$ cat config.mk
export PLATFORM = sky130hd
export DESIGN_NAME = dual_periodic_deadline_scheduler
export DESIGN_NICKNAME = d
export VERILOG_FILES = /design/src/rtl/dpds_pkg.sv /design/src/rtl/dual_periodic_deadline_scheduler.sv /design/src/rtl/dpds_sdiv.sv
export SDC_FILE = /design/constraint.sdc
export NUM_CORES = 2
export LEC_CHECK = 0
export BUFFER_PORTS_ARGS = -buffer_cell sky130_fd_sc_hd__buf_4
export CORE_ASPECT_RATIO = 1.1
export CORE_MARGIN = 4
export CORE_UTILIZATION = 64
export CTS_CLUSTER_SIZE = 24
export DETAILED_ROUTE_END_ITERATION = 8
export PLACE_DENSITY_LB_ADDON = 0.25
export SLEW_MARGIN = 20
export SYNTH_ARGS = -nofsm -noshare
export SYNTH_HDL_FRONTEND = slang
export SYNTH_HIERARCHICAL = 1
export SYNTH_SLANG_ARGS = --single-unit
$ cat constraint.sdc
create_clock -name clk -period 6.27 [get_ports clk]
set_clock_uncertainty 0.2 [all_clocks]
set_input_delay 0.9405 -clock clk [delete_from_list [all_inputs] [get_ports clk]]
set_output_delay 0.9405 -clock clk [all_outputs]
set_load 0.01 [all_outputs]
$ cat src/rtl/dpds_pkg.sv
// Shared types and constants for the dual periodic deadline scheduler.
// No dependencies; imported by dpds_sdiv and dual_periodic_deadline_scheduler.
`timescale 1ns / 1ps
`default_nettype none

package dpds_pkg;

	localparam int DW          = 64;
	localparam int SEC_W       = 16;
	localparam int MS_PER_SEC  = 1000;
	localparam int FRM_PER_MAX = ((1 << SEC_W) - 1) * MS_PER_SEC;
	// period width covers the longest frame period
	localparam int PER_W       = $clog2(FRM_PER_MAX + 1);
	localparam int CNT_W       = $clog2(DW);
	localparam int DLY_W       = DW - 1;

	localparam logic [DW-1:0] S64_MAX = {1'b0, {(DW-1){1'b1}}};

	// action codes; anything else is a plain delay query
	localparam logic [1:0] ACT_POLL    = 2'd0;
	localparam logic [1:0] ACT_RESTART = 2'd1;
	localparam logic [1:0] ACT_QUERY   = 2'd2;

	typedef struct packed {
		logic             busy;
		logic             done;
		logic [PER_W-1:0] rem;
	} div_stat_t;

endpackage

`default_nettype wire

$ cat src/rtl/dual_periodic_deadline_scheduler.sv
// Top level: two periodic deadline timers on a signed 64-bit ms clock.
// Depends on dpds_pkg and dpds_sdiv (shared bit-serial remainder unit).
//
//   channel   signals                                   width(s)
//   in        in_valid/in_ready, action, now_ms         2, 64 (signed)
//   out       out_valid/out_ready, frame_tick,          1, 1, 63
//             meta_tick, delay_ms
//   cfg       cfg_we, cfg_wdata (frame interval, s)     16
//
// A query or restart steps through FGO, MGO, SEL and DLY from accept to result.
// A poll also runs the shared remainder unit for each timer that fires, which
// walks the 64-bit elapsed time one bit per cycle.
// Reset clears both deadlines and flags and sets the interval to one second.
// A word waiting on out does not block the next accept; the result of that
// next word is held until out is free.
`timescale 1ns / 1ps
`default_nettype none

module dual_periodic_deadline_scheduler #(
	parameter int METADATA_PERIOD_MS = 1000
) (
	input  wire                              clk,
	input  wire                              arst_n,
	input  wire                              in_valid,
	output logic                             in_ready,
	input  wire  [1:0]                       action,
	input  wire  signed [dpds_pkg::DW-1:0]   now_ms,
	output logic                             out_valid,
	input  wire                              out_ready,
	output logic                             frame_tick,
	output logic                             meta_tick,
	output logic [dpds_pkg::DLY_W-1:0]       delay_ms,
	input  wire                              cfg_we,
	input  wire  [dpds_pkg::SEC_W-1:0]       cfg_wdata
);
	import dpds_pkg::*;

	localparam logic [PER_W-1:0] MET_PER = PER_W'(METADATA_PERIOD_MS);

	typedef enum logic [6:0] {
		ST_IDLE  = 7'b0000001,
		ST_FGO   = 7'b0000010,
		ST_FWAIT = 7'b0000100,
		ST_MGO   = 7'b0001000,
		ST_MWAIT = 7'b0010000,
		ST_SEL   = 7'b0100000,
		ST_DLY   = 7'b1000000
	} state_t;

	state_t           state_q;
	logic [PER_W-1:0] frm_per_q;
	logic [DW-1:0]    dl_f_q;
	logic [DW-1:0]    dl_m_q;
	logic             done_f_q;
	logic             done_m_q;
	logic [DW-1:0]    now_q;
	logic             fire_f_q;
	logic             fire_m_q;
	logic [DW-1:0]    nxt_q;
	logic             all_done_q;

	logic             accept;
	logic             is_poll;
	logic [SEC_W-1:0] sec;
	logic [PER_W-1:0] frm_per_d;
	logic             div_start;
	logic [DW-1:0]    div_dvd;
	logic [PER_W-1:0] div_dsr;
	div_stat_t        div_stat;
	logic [PER_W-1:0] cur_per;
	logic [DW:0]      new_dl;
	logic             pin;
	logic             out_free;
	logic [DW-1:0]    dly_diff;
	logic             nxt_le_now;
	logic [DLY_W-1:0] dly_d;

	assign accept  = in_valid && in_ready;
	assign in_ready = (state_q == ST_IDLE);
	assign is_poll = (action == ACT_POLL);

	assign sec       = (cfg_wdata == '0) ? SEC_W'(1) : cfg_wdata;
	assign frm_per_d = PER_W'(sec) * PER_W'(MS_PER_SEC);

	// frame division first, then metadata, through one unit
	assign div_start = ((state_q == ST_FGO) && fire_f_q) || ((state_q == ST_MGO) && fire_m_q);
	assign div_dvd   = (state_q == ST_FGO) ? now_q - dl_f_q : now_q - dl_m_q;
	assign div_dsr   = (state_q == ST_FGO) ? frm_per_q : MET_PER;

	dpds_sdiv u_sdiv (
		.clk      (clk),
		.arst_n   (arst_n),
		.start    (div_start),
		.dividend (div_dvd),
		.divisor  (div_dsr),
		.stat     (div_stat)
	);

	// next deadline = now - (elapsed mod period) + period; pin on signed overflow
	assign cur_per = (state_q == ST_FWAIT) ? frm_per_q : MET_PER;
	assign new_dl  = {now_q[DW-1], now_q} - {{(DW+1-PER_W){1'b0}}, div_stat.rem}
	                 + {{(DW+1-PER_W){1'b0}}, cur_per};
	assign pin     = ~new_dl[DW] & new_dl[DW-1];

	assign nxt_le_now = $signed(nxt_q) <= $signed(now_q);
	assign dly_diff   = nxt_q - now_q;
	always_comb begin
		if (all_done_q || (!nxt_le_now && dly_diff[DW-1])) begin
			dly_d = S64_MAX[DLY_W-1:0];
		end else if (nxt_le_now) begin
			dly_d = '0;
		end else begin
			dly_d = dly_diff[DLY_W-1:0];
		end
	end

	assign out_free = !out_valid || out_ready;

	always_ff @(posedge clk or negedge arst_n) begin
		if (!arst_n) begin
			state_q   <= ST_IDLE;
			frm_per_q <= PER_W'(MS_PER_SEC);
			dl_f_q    <= '0;
			dl_m_q    <= '0;
			done_f_q  <= 1'b0;
			done_m_q  <= 1'b0;
			out_valid <= 1'b0;
		end else begin
			if (out_valid && out_ready) begin
				out_valid <= 1'b0;
			end
			if (cfg_we) begin
				frm_per_q <= frm_per_d;
				dl_f_q    <= '0;
				dl_m_q    <= '0;
				done_f_q  <= 1'b0;
				done_m_q  <= 1'b0;
			end
			case (state_q)
				ST_IDLE: begin
					if (accept) begin
						if (action == ACT_RESTART) begin
							dl_f_q   <= now_ms;
							dl_m_q   <= now_ms;
							done_f_q <= 1'b0;
							done_m_q <= 1'b0;
						end
						state_q <= ST_FGO;
					end
				end
				ST_FGO: begin
					state_q <= fire_f_q ? ST_FWAIT : ST_MGO;
				end
				ST_FWAIT: begin
					if (div_stat.done) begin
						dl_f_q   <= pin ? S64_MAX : new_dl[DW-1:0];
						done_f_q <= pin;
						state_q  <= ST_MGO;
					end
				end
				ST_MGO: begin
					state_q <= fire_m_q ? ST_MWAIT : ST_SEL;
				end
				ST_MWAIT: begin
					if (div_stat.done) begin
						dl_m_q   <= pin ? S64_MAX : new_dl[DW-1:0];
						done_m_q <= pin;
						state_q  <= ST_SEL;
					end
				end
				ST_SEL: begin
					state_q <= ST_DLY;
				end
				ST_DLY: begin
					if (out_free) begin
						out_valid <= 1'b1;
						state_q   <= ST_IDLE;
					end
				end
				default: begin
					state_q <= ST_IDLE;
				end
			endcase
		end
	end

	always_ff @(posedge clk) begin
		if (accept) begin
			now_q    <= now_ms;
			fire_f_q <= is_poll && !done_f_q && ($signed(dl_f_q) <= now_ms);
			fire_m_q <= is_poll && !done_m_q && ($signed(dl_m_q) <= now_ms);
		end
		if (state_q == ST_SEL) begin
			all_done_q <= done_f_q && done_m_q;
			if (done_f_q) begin
				nxt_q <= dl_m_q;
			end else if (done_m_q) begin
				nxt_q <= dl_f_q;
			end else begin
				nxt_q <= ($signed(dl_f_q) <= $signed(dl_m_q)) ? dl_f_q : dl_m_q;
			end
		end
		if ((state_q == ST_DLY) && out_free) begin
			frame_tick <= fire_f_q;
			meta_tick  <= fire_m_q;
			delay_ms   <= dly_d;
		end
	end

endmodule

`default_nettype wire

$ cat src/rtl/dpds_sdiv.sv
// Bit-serial remainder unit: dividend shifts in MSB first, one bit per cycle.
// Depends on dpds_pkg. Done pulses as the last bit is taken in, with the final remainder.
`timescale 1ns / 1ps
`default_nettype none

module dpds_sdiv (
	input  wire                              clk,
	input  wire                              arst_n,
	input  wire                              start,
	input  wire  [dpds_pkg::DW-1:0]          dividend,
	input  wire  [dpds_pkg::PER_W-1:0]       divisor,
	output dpds_pkg::div_stat_t              stat
);
	import dpds_pkg::*;

	logic             busy_q;
	logic             done_q;
	logic [CNT_W-1:0] cnt_q;
	logic [DW-1:0]    dvd_q;
	logic [PER_W-1:0] rem_q;
	logic [PER_W-1:0] dsr_q;
	logic [PER_W:0]   trial;
	logic [PER_W:0]   diff;
	logic [PER_W-1:0] rem_d;

	// partial remainder stays below the divisor, so one trial subtract per bit
	assign trial = {rem_q, dvd_q[DW-1]};
	assign diff  = trial - {1'b0, dsr_q};
	assign rem_d = diff[PER_W] ? trial[PER_W-1:0] : diff[PER_W-1:0];

	always_ff @(posedge clk or negedge arst_n) begin
		if (!arst_n) begin
			busy_q <= 1'b0;
			done_q <= 1'b0;
			cnt_q  <= '0;
		end else begin
			done_q <= 1'b0;
			if (start) begin
				busy_q <= 1'b1;
				cnt_q  <= CNT_W'(DW - 1);
			end else if (busy_q) begin
				cnt_q <= cnt_q - 1'b1;
				if (cnt_q == '0) begin
					busy_q <= 1'b0;
					done_q <= 1'b1;
				end
			end
		end
	end

	always_ff @(posedge clk) begin
		if (start) begin
			dvd_q <= dividend;
			rem_q <= '0;
			dsr_q <= divisor;
		end else if (busy_q) begin
			dvd_q <= {dvd_q[DW-2:0], 1'b0};
			rem_q <= rem_d;
		end
	end

	assign stat.busy = busy_q;
	assign stat.done = done_q;
	assign stat.rem  = rem_q;

endmodule

`default_nettype wire
# Yosys cells after proc, flatten, opt, wreduce, memory -nomap -nowiden
# Cells that the tools add are included.
[op_classes] bitwise=2 reduce_logical=23 n_mul=1 eq_ne=12 n_lt_le_gt_ge=4 addsub=7 muxes=49
[ops] cell="64-bit 2-to-1 mux" count=15
[ops] cell="64-bit less-or-equal comparator" count=4
[ops] cell="64-bit case mux with 2 select lines" count=2
[ops] cell="64-bit subtractor" count=3
[ops] cell="65-bit by 26-bit adder with 65-bit output" count=1
[ops] cell="64-bit by 27-bit subtractor with 65-bit output" count=1
[ops] cell="63-bit 2-to-1 mux" count=1
[ops] cell="26-bit 2-to-1 mux" count=2
[ops] cell="7-bit case mux with 7 select lines" count=1
[ops] cell="7-bit 2-to-1 mux" count=4
[ops] cell="27-bit by 26-bit subtractor with 27-bit output" count=1
[ops] cell="16-bit by 7-bit multiplier with 23-bit output (second input constant)" count=1
[ops] cell="6-bit 2-to-1 mux" count=3
[ops] cell="1-bit 2-to-1 mux" count=17
[ops] cell="16-bit zero test" count=1
[ops] cell="16-bit 2-to-1 mux" count=1
[ops] cell="1-bit logical AND" count=11
[ops] cell="7-bit by 1-bit equality test with 1-bit output (second input constant)" count=1
[ops] cell="7-bit by 2-bit equality test with 1-bit output (second input constant)" count=1
[ops] cell="7-bit by 3-bit equality test with 1-bit output (second input constant)" count=1
[ops] cell="7-bit by 4-bit equality test with 1-bit output (second input constant)" count=1
[ops] cell="7-bit by 5-bit equality test with 1-bit output (second input constant)" count=1
[ops] cell="7-bit by 6-bit equality test with 1-bit output (second input constant)" count=1
[ops] cell="7-bit equality test (second input constant)" count=1
[ops] cell="other kinds (14)" count=22
[totals] inputBits=87 elab_cells=119 reg_bits=478 out_inout_bits=67

# Depth between registers and ports, before layout
[logic_depth] word_depth=8 ltp_mapped=27 ltp_nobuf=26

# By module
# The synthesis kept the hierarchy.
[modules_own_cells] mod="dual_periodic_deadline_scheduler" cells_per_inst=3946 seq_area_each_um2=9923.3 n_inst=1 area_per_inst_um2=34858.4
[modules_own_cells] mod="dpds_sdiv" cells_per_inst=580 seq_area_each_um2=3423.3 n_inst=1 area_per_inst_um2=6601.3

# Worst setup path after synthesis
# No wires, ideal clock.
[synth_timing] path_type="input to register" from="input port cfg_wdata[4] (netlist bit)" to="register frm_per_q[25]" path_buffers=1 path_stages=25 arrival_ps=6462 slack_ps=-516 required_time_ps=5945 setup_time_ps=125 cell_sequence="inv_1 -> ha_1 -> and4_1 -> nand4_1 -> nand2b_1 -> clkbuf_1 -> nand2_1 -> fa_1 -> fa_1 -> inv_1 -> fa_1 -> inv_1 -> fa_1 -> inv_1 -> ha_1 -> a21oi_1 -> o21ai_0 -> a41oi_1 -> a21oi_1 -> a2111oi_0 -> nor2_1 -> or4_1 -> a31oi_1 -> xnor2_1 -> mux2_2"
[synth_via] elab_chain_len=3
[synth_lines] element="from (decl)" line_no="dual_periodic_deadline_scheduler.sv:34" rtl="input wire [dpds_pkg::SEC_W-1:0] cfg_wdata"
[synth_lines] element="16-bit zero test" line_no="dual_periodic_deadline_scheduler.sv:82" rtl="assign sec = (cfg_wdata == '0) ? SEC_W'(1) : cfg_wdata;"
[synth_lines] element="16-bit 2-to-1 mux (*)" line_no="dual_periodic_deadline_scheduler.sv:82"
[synth_lines] element="16-bit by 7-bit multiplier with 23-bit output (*)" line_no="dual_periodic_deadline_scheduler.sv:83" rtl="assign frm_per_d = PER_W'(sec) * PER_W'(MS_PER_SEC);"
[synth_lines] element="to (signal assigned)" line_no="dual_periodic_deadline_scheduler.sv:122" rtl="frm_per_q <= PER_W'(MS_PER_SEC);"
[synth_lines] element="to (signal assigned)" line_no="dual_periodic_deadline_scheduler.sv:133" rtl="frm_per_q <= frm_per_d;"
[synth_lines] element="to (decl)" line_no="dual_periodic_deadline_scheduler.sv:51" rtl="logic [PER_W-1:0] frm_per_q;"
# Mark *: on every way between the ends. The rest lies on a longest branch, timed or not.
# A chain may end at the register's enable or synchronous reset.

# Worst setup path in the final report
[layout_timing] from="register state_q[4]" to="register dl_m_q[57]"
[layout_via] elab_chain_len=8 word_cells_on_any_way=12 cone_classes="add/sub: 1; eq/ne: 3; mux: 5; bitwise: 2; reduce/logical: 1"
[layout_lines] element="from (decl)" line_no="dual_periodic_deadline_scheduler.sv:50" rtl="state_t state_q;"
[layout_lines] element="from (signal assigned)" line_no="dual_periodic_deadline_scheduler.sv:152" rtl="state_q <= fire_f_q ? ST_FWAIT : ST_MGO;"
[layout_lines] element="from (signal assigned)" line_no="dual_periodic_deadline_scheduler.sv:162" rtl="state_q <= fire_m_q ? ST_MWAIT : ST_SEL;"
[layout_lines] element="7-bit by 3-bit equality test with 1-bit output" line_no="dual_periodic_deadline_scheduler.sv:100" rtl="assign cur_per = (state_q == ST_FWAIT) ? frm_per_q : MET_PER;"
[layout_lines] element="26-bit 2-to-1 mux" line_no="dual_periodic_deadline_scheduler.sv:100"
[layout_lines] element="65-bit by 26-bit adder with 65-bit output" line_no="dual_periodic_deadline_scheduler.sv:102" rtl="+ {{(DW+1-PER_W){1'b0}}, cur_per};"
[layout_lines] element="1-bit NOT" line_no="dual_periodic_deadline_scheduler.sv:103" rtl="assign pin = ~new_dl[DW] & new_dl[DW-1];"
[layout_lines] element="1-bit AND" line_no="dual_periodic_deadline_scheduler.sv:103"
[layout_lines] element="64-bit 2-to-1 mux" line_no="dual_periodic_deadline_scheduler.sv:166" rtl="dl_m_q <= pin ? S64_MAX : new_dl[DW-1:0];"
[layout_lines] element="64-bit 2-to-1 mux" line_no="dual_periodic_deadline_scheduler.sv:165" rtl="if (div_stat.done) begin"
[layout_lines] element="64-bit case mux with 2 select lines (*)" line_no="dual_periodic_deadline_scheduler.sv:139" rtl="case (state_q)"
[layout_lines] element="to (signal assigned)" line_no="dual_periodic_deadline_scheduler.sv:144" rtl="dl_m_q <= now_ms;"
[layout_lines] element="to (signal assigned)" line_no="dual_periodic_deadline_scheduler.sv:166"
[layout_lines] element="to (decl)" line_no="dual_periodic_deadline_scheduler.sv:53" rtl="logic [DW-1:0] dl_m_q;"
# Marked as above.

==> results.md <==
* CTS tree: yes
* Peak fanout along the critical path at 21
* Area Growth Syn to Fin at 10.9%
* Placed Area at about 0.044 sq mm
* Share of layout cells above drive strength 1 at 0.128
* Tmin final at 6.06 ns
* Hold Slack at between 0.02 and 0.03 ns
* Finished Cell Area at roughly 0.046 sq mm
* Num CTS Buffers at between 50 and 60
* RSZ-0062 raised after global routing: no
* Relative slew margins at 0.165
* Routed len/inst at 23.2 microns
* Longest Clk Path Bufs at 3
* Initial detailed-routing violation count at around 4000
* Cell count after synthesis at around 4500
* Crit share post-route at 0.966
* Core Footprint at around 0.064 sq mm
* Detail Route Antenna Nets at 0
* Power Dens Cells at between 400 and 500 mW/mm^2
* Synthesized area per cell at around 9 sq um
* Ys Warns at 6
* FILL cells at just under 5000
* Crit path required time at approximately 6.6 ns
* CP startpoint: state_q[4]
* FF/Latch Area at between 0.01 and 0.015 sq mm
* Overall power at ~0.022 W
* Root Buffer: clkbuf_16
* Peak supply drop at ~620 uV
* Inserted Diodes at 0
* WP data arrival at roughly 6.4 ns
* Area occupied by multi-input gates at around 0.026 sq mm
* Worst skew pair latency at roughly 0.63 ns
* Max-slew violation count at 0
* Pin count of the biggest net entering global routing at around 140
* DRT Pass-1 Iters at 7
* DPL Wire Length at between 90000 and 100000 microns
* Endpoints failing hold at 0
* DRC viols at 0
* Status: finished clean
* Final wirelength at 129000 microns
* Total Nets Final at ~5300
* Post-DR vias/cell at between 6 and 7
* # port buffers at roughly 150
* First-pass GRT wire length at 198000 microns
* Post-Syn Area at between 0.04 and 0.05 sq mm
* H-tree depth at 2
* GRT Overall Usage at 0.362
* Setup-failing EPs final at 0
* Static leakage at between 20 and 25 nW
* Worst slew pin tran at 1.24 ns
* Final cell count without fillers at between 5000 and 6000
* Die X at ~250 microns
* Worst reg2reg path startpoint: state_q[4]
* Vias in the first global route at 34996
* Num ports at between 150 and 200
* Crit start category: register
* Die ar. at just under 0.07 sq mm
* Die Ht at around 270 microns
* Initial Util at 0.648
* Clock transition at the registers of the reported paths at 0.06 ns
* WS Path Type: register to register
* Critical path capture point type: register
* Hold Path Class: primary input to asynchronous set/reset pin
* Final GP Congestion at 1.01
* Global route overflow at 0
* Fmax at 165 MHz
* Placed cell count at approximately 5500
* Initial antenna violation count at 3
* Row count at just under 100
* Core Util, Final at 0.719
* DR vias at 36712
* # clock sinks at 481
* Max-cap viol count at 0
-- stage by stage --
| step | TNS (ns) | setup WS (ns) |
|---|---|---|
| after floorplan | 0 | 0.00970 |
| after global placement | -0.650 | -0.273 |
| after detailed placement | -1.01 | -0.339 |
| after CTS | 0 | 0.196 |
| after global routing | 0 | 0.00362 |
| final | 0 | 0.211 |
-- final timing paths --
path / cells past startpoint / slack [ns] / endpoint
max: 21 / 0.21 / dl_m_q[57]
min: 1 / 0.03 / frm_per_q[4]
max reg2reg: 21 / 0.21 / dl_m_q[57]
min reg2reg: 2 / 0.32 / frm_per_q[8]
max in group asynchronous: 2 / 4.65 / dl_f_q[32]
min in group clk: 2 / 0.31 / state_q[0]
-- critical path, cell delays in order, from the launching register on --
cell and delay, ns:
dfrtp_1 0.42, nor2_1 0.26, nand2_1 0.13, nor3b_2 0.26, buf_12 0.21, nand2_1 0.08
fa_1 0.48, inv_1 0.05, ha_1 0.35, o21ai_0 0.14, o21ai_1 0.32, a41oi_2 0.22
buf_4 0.19, o21ai_0 0.51, o21a_1 0.37, o221ai_1 0.29, a21oi_1 0.54, a21o_1 0.19
a21oi_1 0.07, xnor2_1 0.16, nor2_1 0.10, o311ai_0 0.36
-- metal layers --
metal,wire length [microns],part of all wire,track usage,vias to the layer above
li1,-,-,-,16757
met1,51900,0.40,0.492,17632
met2,57600,0.45,0.576,1978
met3,13600,0.11,0.0753,345
met4,5750,0.045,0.138,0
met5,0,0,0,-
-- area by class of cell --
type                       instances  area share
clock buffer                      84      0.0352
sequential                       481       0.290
multi-input combinational       3419       0.564
timing repair buffer             284      0.0485
clock inverter                    17     0.00327
inverter                         431      0.0352
tap                              841      0.0229
-- where the power goes --
group	switching, W	internal (W)
logic	0.00824	0.00573
registers	0.000771	0.00440
clock network	0.00137	0.00185
total	0.0104	0.0120
-- state kept, by name, summed over array words and instances, names as in the netlist, 6 cells and up --
signal and cells:
dl_f_q 64, state_q 7, u_sdiv/dsr_q 26, frm_per_q 23, dl_m_q 64, now_q 64, delay_ms 63, nxt_q 64
u_sdiv/dvd_q 64, u_sdiv/cnt_q 6, u_sdiv/rem_q 26
-- layout by cell type (no fill, tap or decap), drive strengths merged, types with 11 or more instances in the layout --
cell type,n
o311ai,119
o21a,43
nor3,60
o21bai,48
edfxtp,286
nand4,97
o211ai,17
ha,473
nor2b,51
o21ai,224
a21o,196
mux2i,69
a21oi,427
nor2,241
mux2,145
nand2b,59
or3,13
dfrtp,162
nor4,13
clkinv,12
fa,79
a211oi,27
buf,284
clkbuf,84
inv,431
dfxtp,26
nor3b,13
o31ai,31
and2,35
and3,23
nand2,423
a31oi,29
a22oi,14
xor2,79
a41oi,11
xnor2,136
a311oi,22
nand3,59
-- what timing repair did --
item                                    in CTS  in global routing
endpoints found under the setup margin       0                119
resized for setup                            0                 10
setup buffers                                0                  3
hold buffers                                 0                  0
Power figures use the tool's default switching activity.
